### config.mk
export PLATFORM = sky130hd
export DESIGN_NAME = door_lock_sequencer
export DESIGN_NICKNAME = d
export VERILOG_FILES = /design/src/sv/dls_pkg.sv /design/src/sv/dls_core.sv /design/src/sv/door_lock_sequencer.sv
export SDC_FILE = /design/constraint.sdc
export NUM_CORES = 1
export LEC_CHECK = 0
export CORE_MARGIN = 4
export CORE_UTILIZATION = 49
export DETAILED_ROUTE_END_ITERATION = 10
export DONT_BUFFER_PORTS = 1
export MAX_ROUTING_LAYER = met4
export PLACE_DENSITY = 0.74
export RECOVER_POWER = 100
export SLEW_MARGIN = 10
export SYNTH_ARGS = -nofsm -noshare
export SYNTH_HDL_FRONTEND = slang
export SYNTH_SLANG_ARGS = --single-unit
export TNS_END_PERCENT = 20
### constraint.sdc
create_clock -name clk -period 9 [get_ports clk]
set_input_delay 1.8 -clock clk [delete_from_list [all_inputs] [get_ports clk]]
set_output_delay 1.8 -clock clk [all_outputs]
set_load 0.005 [all_outputs]
### src/sv/dls_pkg.sv
// dls_pkg: shared types, codes and reset values for the door lock sequencer
// used by dls_core and door_lock_sequencer; depends on nothing else
package dls_pkg;

  // widths fixed by the register map and the word fields
  localparam int CFG_W       = 16;
  localparam int PRESS_W     = 10;
  localparam int TIMER_W_DEF = 16;
  localparam int PADDR_W     = 5;
  localparam int PDATA_W     = 32;

  // register reset values
  localparam logic [CFG_W-1:0]   CLOSE_WAIT_TIMEOUT_RST  = 16'd10000;
  localparam logic [CFG_W-1:0]   CLOSE_TO_LOCK_DELAY_RST = 16'd1000;
  localparam logic [CFG_W-1:0]   OPENING_TRAVEL_RST      = 16'd7000;
  localparam logic [CFG_W-1:0]   CLOSING_TRAVEL_RST      = 16'd7000;
  localparam logic [PRESS_W-1:0] BUTTON_PRESS_RST        = 10'd120;

  // register indexes (word address bits)
  localparam logic [2:0] REG_CLOSE_WAIT_TIMEOUT  = 3'd0;
  localparam logic [2:0] REG_CLOSE_TO_LOCK_DELAY = 3'd1;
  localparam logic [2:0] REG_OPENING_TRAVEL_TIME = 3'd2;
  localparam logic [2:0] REG_CLOSING_TRAVEL_TIME = 3'd3;
  localparam logic [2:0] REG_BUTTON_PRESS_TIME   = 3'd4;

  // input function codes
  localparam logic FUNC_TICK   = 1'b0;
  localparam logic FUNC_ACTION = 1'b1;

  // action codes
  localparam logic [1:0] ACT_CLOSE_NOW   = 2'd0;
  localparam logic [1:0] ACT_LOCK_CLOSED = 2'd1;
  localparam logic [1:0] ACT_UNLOCK      = 2'd2;
  localparam logic [1:0] ACT_TOGGLE      = 2'd3;

  // door sensor codes
  localparam logic [1:0] DOOR_UNKNOWN = 2'd0;
  localparam logic [1:0] DOOR_CLOSED  = 2'd1;
  localparam logic [1:0] DOOR_OPEN    = 2'd2;
  localparam logic [1:0] DOOR_INVALID = 2'd3;

  // lock status codes
  localparam logic [1:0] LOCK_UNKNOWN  = 2'd0;
  localparam logic [1:0] LOCK_LOCKED   = 2'd1;
  localparam logic [1:0] LOCK_UNLOCKED = 2'd2;

  // sequence status codes as reported
  localparam logic [1:0] SEQ_CODE_IDLE   = 2'd0;
  localparam logic [1:0] SEQ_CODE_MOVING = 2'd1;
  localparam logic [1:0] SEQ_CODE_WAIT   = 2'd2;
  localparam logic [1:0] SEQ_CODE_DELAY  = 2'd3;

  // led modes
  localparam logic [1:0] LED_OFF        = 2'd0;
  localparam logic [1:0] LED_RED        = 2'd1;
  localparam logic [1:0] LED_YELLOW_RED = 2'd2;
  localparam logic [1:0] LED_GREEN      = 2'd3;

  // sequencer state
  typedef enum logic [3:0] {
    SEQ_IDLE   = 4'b0001,
    SEQ_MOVING = 4'b0010,
    SEQ_WAIT   = 4'b0100,
    SEQ_DELAY  = 4'b1000
  } seq_state_t;

  // lock drive state
  typedef enum logic [2:0] {
    DRV_STILL   = 3'b001,
    DRV_OPENING = 3'b010,
    DRV_CLOSING = 3'b100
  } drive_state_t;

  typedef struct packed {
    logic       func;
    logic [1:0] action;
    logic [1:0] door_sense;
  } in_word_t;

  typedef struct packed {
    logic [1:0] lock_status;
    logic [1:0] sequence_status;
    logic [1:0] led_mode;
    logic       open_button;
    logic       close_button;
    logic       drive_moving;
  } out_word_t;

  typedef struct packed {
    logic [CFG_W-1:0]   close_wait_timeout;
    logic [CFG_W-1:0]   close_to_lock_delay;
    logic [CFG_W-1:0]   opening_travel_time;
    logic [CFG_W-1:0]   closing_travel_time;
    logic [PRESS_W-1:0] button_press_time;
  } cfg_t;

endpackage

### src/sv/dls_core.sv
// dls_core: sequencer state, timers and the single-pass update for one word
// depends on dls_pkg
module dls_core #(
  parameter int TIMER_WIDTH = dls_pkg::TIMER_W_DEF
) (
  input  logic               clk,
  input  logic               rst,
  input  logic               accept,
  input  dls_pkg::in_word_t  in_word,
  input  dls_pkg::cfg_t      cfg,
  output dls_pkg::out_word_t result
);

  localparam int CmpW = (TIMER_WIDTH > dls_pkg::CFG_W) ? TIMER_WIDTH : dls_pkg::CFG_W;
  localparam logic [TIMER_WIDTH-1:0] TimerMax = {TIMER_WIDTH{1'b1}};

  // state registers
  logic [1:0]                  door_status, door_status_next;
  logic [1:0]                  lock_status, lock_status_next;
  dls_pkg::seq_state_t         seq_state, seq_state_next;
  dls_pkg::drive_state_t       drive_state, drive_state_next;
  logic [TIMER_WIDTH-1:0]      travel_timer, travel_timer_next;
  logic [TIMER_WIDTH-1:0]      wait_timer, wait_timer_next;
  logic [TIMER_WIDTH-1:0]      delay_timer, delay_timer_next;
  logic [dls_pkg::PRESS_W-1:0] press_counter, press_counter_next;
  logic                        press_is_open, press_is_open_next;
  logic [1:0]                  led, led_next;

  logic [1:0] act;
  logic       start_close;
  logic       start_open;

  // next state for one word
  always_comb begin
    door_status_next   = door_status;
    lock_status_next   = lock_status;
    seq_state_next     = seq_state;
    drive_state_next   = drive_state;
    travel_timer_next  = travel_timer;
    wait_timer_next    = wait_timer;
    delay_timer_next   = delay_timer;
    press_counter_next = press_counter;
    press_is_open_next = press_is_open;
    led_next           = led;
    act                = in_word.action;
    start_close        = 1'b0;
    start_open         = 1'b0;

    if (in_word.func == dls_pkg::FUNC_TICK) begin
      // sample door, advance saturating timers and button pulse
      door_status_next = (in_word.door_sense == dls_pkg::DOOR_INVALID) ?
                         dls_pkg::DOOR_UNKNOWN : in_word.door_sense;
      travel_timer_next = (travel_timer == TimerMax) ? travel_timer :
                          travel_timer + TIMER_WIDTH'(1);
      wait_timer_next   = (wait_timer == TimerMax) ? wait_timer :
                          wait_timer + TIMER_WIDTH'(1);
      delay_timer_next  = (delay_timer == TimerMax) ? delay_timer :
                          delay_timer + TIMER_WIDTH'(1);
      if (press_counter != '0) begin
        press_counter_next = press_counter - dls_pkg::PRESS_W'(1);
      end

      // end of drive travel
      if (drive_state == dls_pkg::DRV_OPENING &&
          CmpW'(travel_timer_next) > CmpW'(cfg.opening_travel_time)) begin
        drive_state_next = dls_pkg::DRV_STILL;
      end else if (drive_state == dls_pkg::DRV_CLOSING &&
                   CmpW'(travel_timer_next) > CmpW'(cfg.closing_travel_time)) begin
        drive_state_next = dls_pkg::DRV_STILL;
      end

      // move done
      if (seq_state_next == dls_pkg::SEQ_MOVING &&
          drive_state_next == dls_pkg::DRV_STILL) begin
        seq_state_next = dls_pkg::SEQ_IDLE;
        led_next       = dls_pkg::LED_OFF;
      end

      // waiting for the door to close
      if (seq_state_next == dls_pkg::SEQ_WAIT) begin
        if (CmpW'(wait_timer_next) > CmpW'(cfg.close_wait_timeout)) begin
          seq_state_next = dls_pkg::SEQ_IDLE;
          led_next       = dls_pkg::LED_OFF;
        end else if (door_status_next == dls_pkg::DOOR_CLOSED) begin
          seq_state_next   = dls_pkg::SEQ_DELAY;
          delay_timer_next = '0;
        end
      end

      // door must stay closed before locking
      if (seq_state_next == dls_pkg::SEQ_DELAY) begin
        if (door_status_next != dls_pkg::DOOR_CLOSED) begin
          seq_state_next = dls_pkg::SEQ_WAIT;
        end else if (CmpW'(delay_timer_next) > CmpW'(cfg.close_to_lock_delay)) begin
          start_close = 1'b1;
        end
      end
    end else begin
      // resolve toggle from the lock state
      if (act == dls_pkg::ACT_TOGGLE) begin
        act = (lock_status == dls_pkg::LOCK_UNKNOWN || lock_status == dls_pkg::LOCK_LOCKED) ?
              dls_pkg::ACT_UNLOCK : dls_pkg::ACT_LOCK_CLOSED;
      end
      // actions are ignored while moving
      if (seq_state != dls_pkg::SEQ_MOVING) begin
        if (act == dls_pkg::ACT_CLOSE_NOW) begin
          start_close = 1'b1;
        end else if (act == dls_pkg::ACT_LOCK_CLOSED) begin
          wait_timer_next = '0;
          seq_state_next  = dls_pkg::SEQ_WAIT;
          led_next        = dls_pkg::LED_YELLOW_RED;
        end else begin
          start_open = 1'b1;
        end
      end
    end

    // start a drive move
    if (start_close || start_open) begin
      travel_timer_next  = '0;
      press_counter_next = cfg.button_press_time;
      press_is_open_next = start_open;
      drive_state_next   = start_open ? dls_pkg::DRV_OPENING : dls_pkg::DRV_CLOSING;
      seq_state_next     = dls_pkg::SEQ_MOVING;
      lock_status_next   = start_open ? dls_pkg::LOCK_UNLOCKED : dls_pkg::LOCK_LOCKED;
      led_next           = start_open ? dls_pkg::LED_GREEN : dls_pkg::LED_RED;
    end
  end

  // result word from the updated state
  always_comb begin
    result.lock_status  = lock_status_next;
    result.led_mode     = led_next;
    result.open_button  = (press_counter_next != '0) && press_is_open_next;
    result.close_button = (press_counter_next != '0) && !press_is_open_next;
    result.drive_moving = (drive_state_next != dls_pkg::DRV_STILL);
    unique case (seq_state_next)
      dls_pkg::SEQ_IDLE:   result.sequence_status = dls_pkg::SEQ_CODE_IDLE;
      dls_pkg::SEQ_MOVING: result.sequence_status = dls_pkg::SEQ_CODE_MOVING;
      dls_pkg::SEQ_WAIT:   result.sequence_status = dls_pkg::SEQ_CODE_WAIT;
      dls_pkg::SEQ_DELAY:  result.sequence_status = dls_pkg::SEQ_CODE_DELAY;
      default:             result.sequence_status = dls_pkg::SEQ_CODE_IDLE;
    endcase
  end

  // state update on each accepted word
  always_ff @(posedge clk) begin
    if (rst) begin
      door_status   <= dls_pkg::DOOR_UNKNOWN;
      lock_status   <= dls_pkg::LOCK_UNKNOWN;
      seq_state     <= dls_pkg::SEQ_IDLE;
      drive_state   <= dls_pkg::DRV_STILL;
      travel_timer  <= '0;
      wait_timer    <= '0;
      delay_timer   <= '0;
      press_counter <= '0;
      press_is_open <= 1'b0;
      led           <= dls_pkg::LED_OFF;
    end else if (accept) begin
      door_status   <= door_status_next;
      lock_status   <= lock_status_next;
      seq_state     <= seq_state_next;
      drive_state   <= drive_state_next;
      travel_timer  <= travel_timer_next;
      wait_timer    <= wait_timer_next;
      delay_timer   <= delay_timer_next;
      press_counter <= press_counter_next;
      press_is_open <= press_is_open_next;
      led           <= led_next;
    end
  end

endmodule

### src/sv/door_lock_sequencer.sv
// door_lock_sequencer: top level with register port and output skid stage
// depends on dls_pkg and dls_core
//
// Usage: each input word is either a 1 ms tick carrying the door sensor or an
// action (close now, lock once closed, unlock, toggle). Every input word gives
// exactly one output word: lock status, sequence status, led mode, button
// drive levels and drive motion after that word has been applied.
// Channels: in_valid/in_stall/in_word and out_valid/out_stall/out_word; a word
// moves at an edge with valid high and stall low.
// A taken word's result is registered in the output register, or in the skid
// register if out_stall holds it. One word per cycle while in_stall is low, set
// by the single-pass state update between state registers and output register.
// A stalled receiver fills the output register and then a one-word skid
// register; in_stall rises only when the skid register is full.
// The user writes registers over the APB-style port only while the block is
// idle; the block itself does not enforce this. pready is always high.
// Reset (synchronous, rst high) clears the sequencer to idle with unknown lock
// and door state, empties both output stages and loads register defaults.
module door_lock_sequencer #(
  parameter int TIMER_WIDTH = dls_pkg::TIMER_W_DEF
) (
  input  logic                         clk,
  input  logic                         rst,
  input  logic                         in_valid,
  output logic                         in_stall,
  input  dls_pkg::in_word_t            in_word,
  output logic                         out_valid,
  input  logic                         out_stall,
  output dls_pkg::out_word_t           out_word,
  input  logic                         psel,
  input  logic                         penable,
  input  logic                         pwrite,
  input  logic [dls_pkg::PADDR_W-1:0]  paddr,
  input  logic [dls_pkg::PDATA_W-1:0]  pwdata,
  output logic [dls_pkg::PDATA_W-1:0]  prdata,
  output logic                         pready
);

  dls_pkg::cfg_t      cfg;
  dls_pkg::out_word_t result;
  dls_pkg::out_word_t skid_word;
  logic               skid_valid;
  logic               accept;
  logic               cfg_write;
  logic [2:0]         reg_index;

  // register port
  assign pready    = 1'b1;
  assign cfg_write = psel && penable && pwrite && pready;
  assign reg_index = paddr[4:2];

  always_ff @(posedge clk) begin
    if (rst) begin
      cfg.close_wait_timeout  <= dls_pkg::CLOSE_WAIT_TIMEOUT_RST;
      cfg.close_to_lock_delay <= dls_pkg::CLOSE_TO_LOCK_DELAY_RST;
      cfg.opening_travel_time <= dls_pkg::OPENING_TRAVEL_RST;
      cfg.closing_travel_time <= dls_pkg::CLOSING_TRAVEL_RST;
      cfg.button_press_time   <= dls_pkg::BUTTON_PRESS_RST;
    end else if (cfg_write) begin
      unique case (reg_index)
        dls_pkg::REG_CLOSE_WAIT_TIMEOUT:
          cfg.close_wait_timeout <= pwdata[dls_pkg::CFG_W-1:0];
        dls_pkg::REG_CLOSE_TO_LOCK_DELAY:
          cfg.close_to_lock_delay <= pwdata[dls_pkg::CFG_W-1:0];
        dls_pkg::REG_OPENING_TRAVEL_TIME:
          cfg.opening_travel_time <= pwdata[dls_pkg::CFG_W-1:0];
        dls_pkg::REG_CLOSING_TRAVEL_TIME:
          cfg.closing_travel_time <= pwdata[dls_pkg::CFG_W-1:0];
        dls_pkg::REG_BUTTON_PRESS_TIME:
          cfg.button_press_time <= pwdata[dls_pkg::PRESS_W-1:0];
        default: ;
      endcase
    end
  end

  // register readback
  always_comb begin
    unique case (reg_index)
      dls_pkg::REG_CLOSE_WAIT_TIMEOUT:  prdata = dls_pkg::PDATA_W'(cfg.close_wait_timeout);
      dls_pkg::REG_CLOSE_TO_LOCK_DELAY: prdata = dls_pkg::PDATA_W'(cfg.close_to_lock_delay);
      dls_pkg::REG_OPENING_TRAVEL_TIME: prdata = dls_pkg::PDATA_W'(cfg.opening_travel_time);
      dls_pkg::REG_CLOSING_TRAVEL_TIME: prdata = dls_pkg::PDATA_W'(cfg.closing_travel_time);
      dls_pkg::REG_BUTTON_PRESS_TIME:   prdata = dls_pkg::PDATA_W'(cfg.button_press_time);
      default:                          prdata = '0;
    endcase
  end

  // input handshake: stall only when the skid stage holds a word
  assign in_stall = skid_valid;
  assign accept   = in_valid && !skid_valid;

  dls_core #(
    .TIMER_WIDTH(TIMER_WIDTH)
  ) u_core (
    .clk     (clk),
    .rst     (rst),
    .accept  (accept),
    .in_word (in_word),
    .cfg     (cfg),
    .result  (result)
  );

  // output register and skid valid flags
  always_ff @(posedge clk) begin
    if (rst) begin
      out_valid  <= 1'b0;
      skid_valid <= 1'b0;
    end else if (!out_valid || !out_stall) begin
      out_valid  <= skid_valid || accept;
      skid_valid <= 1'b0;
    end else if (accept) begin
      skid_valid <= 1'b1;
    end
  end

  // output and skid words
  always_ff @(posedge clk) begin
    if (!out_valid || !out_stall) begin
      if (skid_valid) begin
        out_word <= skid_word;
      end else if (accept) begin
        out_word <= result;
      end
    end else if (accept) begin
      skid_word <= result;
    end
  end

endmodule

==> impl_metrics.csv <==
group,metric,value,unit
setup_path,crit_fanout,16,
sta,worst_slack,1.35,ns
cts,cts.repair.resized,0,
cells_and_area,fin_nets,1341,
setup_path,timing.setup.critical_path_class,"reg2reg",
global_route,groute.usage.overall,24.5,%
cts,root_buffer,"sky130_fd_sc_hd__clkbuf_16",
sta,final-hold-violation-count,0,
power,finalPower,0.00169,W
routing,drtPass1Iterations,6,
sta,fin_skew,0.0127,ns
cells_and_area,multi_input_area,5910,sq um
cells_and_area,layout_area_overhead,6.17,%
synth,seq_area_frac_synth,34.4,%
cells_and_area,antennaDiodeCount,0,
synth,synth_ff_type,"sky130_fd_sc_hd__dfxtp_1",
placement,pre_cts_slack,1.61,ns
outcome,run_status,"finished clean",
floorplan,dieWidth,151,um
power,power.density_cell_area,159,nW/um^2
cells_and_area,final_layout_size_suffix_gt1_share,5.66,%
run,maxCapViolCount,0,
worst_hold_path,holdCritPathClass,"reg2reg",
global_route,grt_antenna_before_repair,0,
sta,final.setup.tns,0,ns
routing,detailed_route_wire_length_per_cell,18.0,um
synth,ys.warnings.count,0,
synth,synthesis.area_per_instance,7.94,sq um
synth,synthesized_area,10100,sq um
sta,fin_crit_sh,85.1,%
global_route,number_of_global_route_vias_before_repair,8311,
placement,finalWeightedCongestion,0.929,
setup_path,critical_path_startpoint,"u_core.wait_timer[4]$_SDFFE_PP0P_",
cts,number_of_cts_inserted_buffers,17,
cts,cts.path.max_buffers,2,
synth,ys_ff_latch,164,
setup_path,r2r-end,"out_word[1]$_DFFE_PP_",
cts,worstSkewPairLatency,0.44,ns
sta,slew_headroom,30.3,%
sta,worstMarginPinSlew,1.05,ns
routing,detail_route.wirelength,27100,um
sta,final-max-slew-violation-count,0,
global_route,grt_pass1_wl,43100,um
cts,tritoncts_num_sinks,164,
cts,h-tree-depth,4,
setup_path,worst_setup_path_end_kind,"register",
routing,dr_total_vias,8987,
routing,ant_nets,0,
routing,detail_route.iter0.violations,848,
setup_path,r2r_cells,25,
sta,clock.fmax,131,MHz
sta,setup_viol_count_final,0,
routing,routed_via_density,5.96,
synth,synthArstFlopShare,0,%
cts,tritoncts_clock_tree,"done",
sta,final_period_minus_worst_setup_slack,7.65,ns
floorplan,die_height,151,um
floorplan,start_util,49.7,%
cts,hold_buffers,0,
worst_hold_path,timing.hold.worst.start,"cfg[33]$_SDFFE_PP0P_",
worst_hold_path,hold_path_cell_cnt,2,
floorplan,rows,52,
floorplan,overall_die_area,22900,sq um
routing,detail_route.drc_violations,0,
floorplan,core_area,20200,sq um
floorplan,ios,93,
setup_path,critPathArrivalTime,7.85,ns
power,ir_worst_vdd,0.000140,V
cells_and_area,filler_cell_count,1879,
placement,io_buffers,0,
sta,grt_setup_unrepaired,"false",
setup_path,required,9.19,ns
synth,post_synth_inst_count,1267,
cells_and_area,area.sequential,3460,sq um
synth,synth-edff-count,18,
worst_hold_path,holdPathEnd,"cfg[33]$_SDFFE_PP0P_",
setup_path,critPathLaunchType,"register",
power,p_leak,4.15,nW
synth,synth.distinct_cells,76,
global_route,gr-total-overflow,0,
cts,clk_pin_slew,0.07,ns
placement,hpwlAfterDp,19300,um
setup_path,rr_startpoint,"u_core.wait_timer[4]$_SDFFE_PP0P_",
global_route,grt_start_max_net_pins,112,
sta,worst_hold_slack,0.458,ns
setup_path,reg2reg_slack,1.35,ns
cts,cts_post_setup_buffers_inserted,0,
[synthesized netlist by cell type (4+ instances only)]
library cell                 n  area, sq um
sky130_fd_sc_hd__and2_1      8         50.1
sky130_fd_sc_hd__buf_2       7         35.0
sky130_fd_sc_hd__or2_2       4         25.0
sky130_fd_sc_hd__clkbuf_1   58          218
sky130_fd_sc_hd__a21o_1     12         90.1
sky130_fd_sc_hd__o21ai_0    32          160
sky130_fd_sc_hd__nor3_1     13         65.1
sky130_fd_sc_hd__nand4_1    22          138
sky130_fd_sc_hd__nor4_1      8         50.1
sky130_fd_sc_hd__xor2_1     14          123
sky130_fd_sc_hd__o21ai_1     4         20.0
sky130_fd_sc_hd__nor2_1    104          390
sky130_fd_sc_hd__dfxtp_1   146         2920
sky130_fd_sc_hd__xnor2_1    21          184
sky130_fd_sc_hd__a22oi_1    40          300
sky130_fd_sc_hd__a41oi_1     7         61.3
sky130_fd_sc_hd__o211ai_1   30          225
sky130_fd_sc_hd__mux2_2     10          113
sky130_fd_sc_hd__and4_1      7         61.3
sky130_fd_sc_hd__nand2_1   229          860
sky130_fd_sc_hd__mux2i_1    15          150
sky130_fd_sc_hd__inv_1      75          282
sky130_fd_sc_hd__or4_1       5         37.5
sky130_fd_sc_hd__nor2b_1    11         68.8
sky130_fd_sc_hd__o22ai_1    12         75.1
sky130_fd_sc_hd__mux4_2      6          135
sky130_fd_sc_hd__o31ai_1     6         45.0
sky130_fd_sc_hd__and3_1     13         81.3
sky130_fd_sc_hd__a211oi_1    6         45.0
sky130_fd_sc_hd__o21a_1      9         67.6
sky130_fd_sc_hd__ha_1       68          851
sky130_fd_sc_hd__a31oi_1    10         62.6
sky130_fd_sc_hd__a21oi_1   110          551
sky130_fd_sc_hd__nand3_1    35          175
sky130_fd_sc_hd__edfxtp_1   18          541
sky130_fd_sc_hd__buf_4      18          135
sky130_fd_sc_hd__a311oi_1    8         70.1
sky130_fd_sc_hd__nand2b_1    6         37.5
[how the worst max path moves through the flow]
stage	depth (start not counted)	slack [ns]	to
6_report	25	1.35	out_word[1]$_DFFE_PP_
5_1_grt	25	0.81	out_word[1]$_DFFE_PP_
4_1_cts	24	1.54	out_word[0]$_DFFE_PP_
3_5_place_dp	24	1.61	out_word[0]$_DFFE_PP_
3_3_place_gp	24	1.67	out_word[0]$_DFFE_PP_
2_1_floorplan	27	2.46	out_word[1]$_DFFE_PP_
[flip-flops by register name, summed over array words and instances (netlist names), 3 cells and up]
name                  cells
u_core.seq_state          4
u_core.wait_timer        16
cfg                      74
u_core.delay_timer       16
u_core.drive_state        3
skid_word                 9
out_word                  9
u_core.press_counter     10
u_core.travel_timer      16
[power by group]
part	internal [W]	switching [W]	total [W]
sequential	0.000758	0.0000176	0.000775
combinational	0.0000564	0.0000916	0.000148
clock	0.000423	0.000347	0.000770
total	0.00124	0.000456	0.00169
[cell usage in the layout, fill, tap and decap left out, drive strengths merged, types with 31 or more instances in the layout]
cell type,instances
a21oi,112
a22oi,40
dfxtp,146
ha,68
inv,84
nand2,229
nand3,35
nor2,106
o211ai,31
o21ai,36
[cell families (layout without fill, tap and decap cells)]
kind of cell,Yosys count,in the layout,share of synthesized area (%)
AOI/OAI and AO/OA,317,317,21.1
xor gates and xnor gates,35,35,3.05
adders and majority gates,68,68,8.46
buffers and inverters,164,119,6.95
DFF,164,164,34.4
muxes,32,32,4.07
other,2,17,0.0747
and+or+nand+nor,485,485,21.9
[layout make-up]
| type | count | share of cell area (%) |
|---|---|---|
| clock buffers | 17 | 3.98 |
| clock inverters | 15 | 1.76 |
| inverters | 77 | 2.71 |
| multi-input cells | 954 | 55.4 |
| flip-flops and latches | 164 | 32.4 |
| well taps | 270 | 3.16 |
| repair buffers | 10 | 0.597 |
[per-layer routing]
layer | wire (um) | track usage, % | part of all wire [%] | vias up
li1 | - | - | - | 4379
met1 | 11700 | 32.0 | 43 | 4221
met2 | 12300 | 37.2 | 46 | 330
met3 | 2270 | 5.95 | 8.4 | 57
met4 | 787 | 8.07 | 2.9 | 0
met5 | 0 | - | 0 | -
[worst max-delay path: stages, from the launching register on]
cell	delay, ns
sky130_fd_sc_hd__dfxtp_1	0.49
sky130_fd_sc_hd__and4_1	0.30
sky130_fd_sc_hd__and3_1	0.22
sky130_fd_sc_hd__and4_1	0.25
sky130_fd_sc_hd__nand3_1	0.27
sky130_fd_sc_hd__and3_1	0.34
sky130_fd_sc_hd__and2_0	0.27
sky130_fd_sc_hd__nand3_1	0.16
sky130_fd_sc_hd__xnor2_1	0.16
sky130_fd_sc_hd__ha_1	0.30
sky130_fd_sc_hd__a21oi_1	0.15
sky130_fd_sc_hd__o221ai_1	0.12
sky130_fd_sc_hd__or4_1	0.69
sky130_fd_sc_hd__a21oi_1	0.18
sky130_fd_sc_hd__buf_4	0.25
sky130_fd_sc_hd__a21oi_1	0.09
sky130_fd_sc_hd__ha_1	0.32
sky130_fd_sc_hd__a21o_1	0.16
sky130_fd_sc_hd__a21o_1	0.17
sky130_fd_sc_hd__a21o_1	0.19
sky130_fd_sc_hd__a211oi_1	0.75
sky130_fd_sc_hd__a2111oi_4	0.21
sky130_fd_sc_hd__a31o_1	0.45
sky130_fd_sc_hd__mux2_1	0.44
sky130_fd_sc_hd__and2b_1	0.19
sky130_fd_sc_hd__mux2_2	0.27
[per-stage QoR]
step           instance area (sq um)  instances  utilization (%)
2_1_floorplan                  10100       1282                -
3_3_place_gp                   10100       1475             50.0
3_5_place_dp                   10100       1475             50.0
4_1_cts                        10700       1507             53.1
5_1_grt                        10700       1507             52.8
6_report                       10700       1507             52.8
Power figures use the tool's default switching activity.
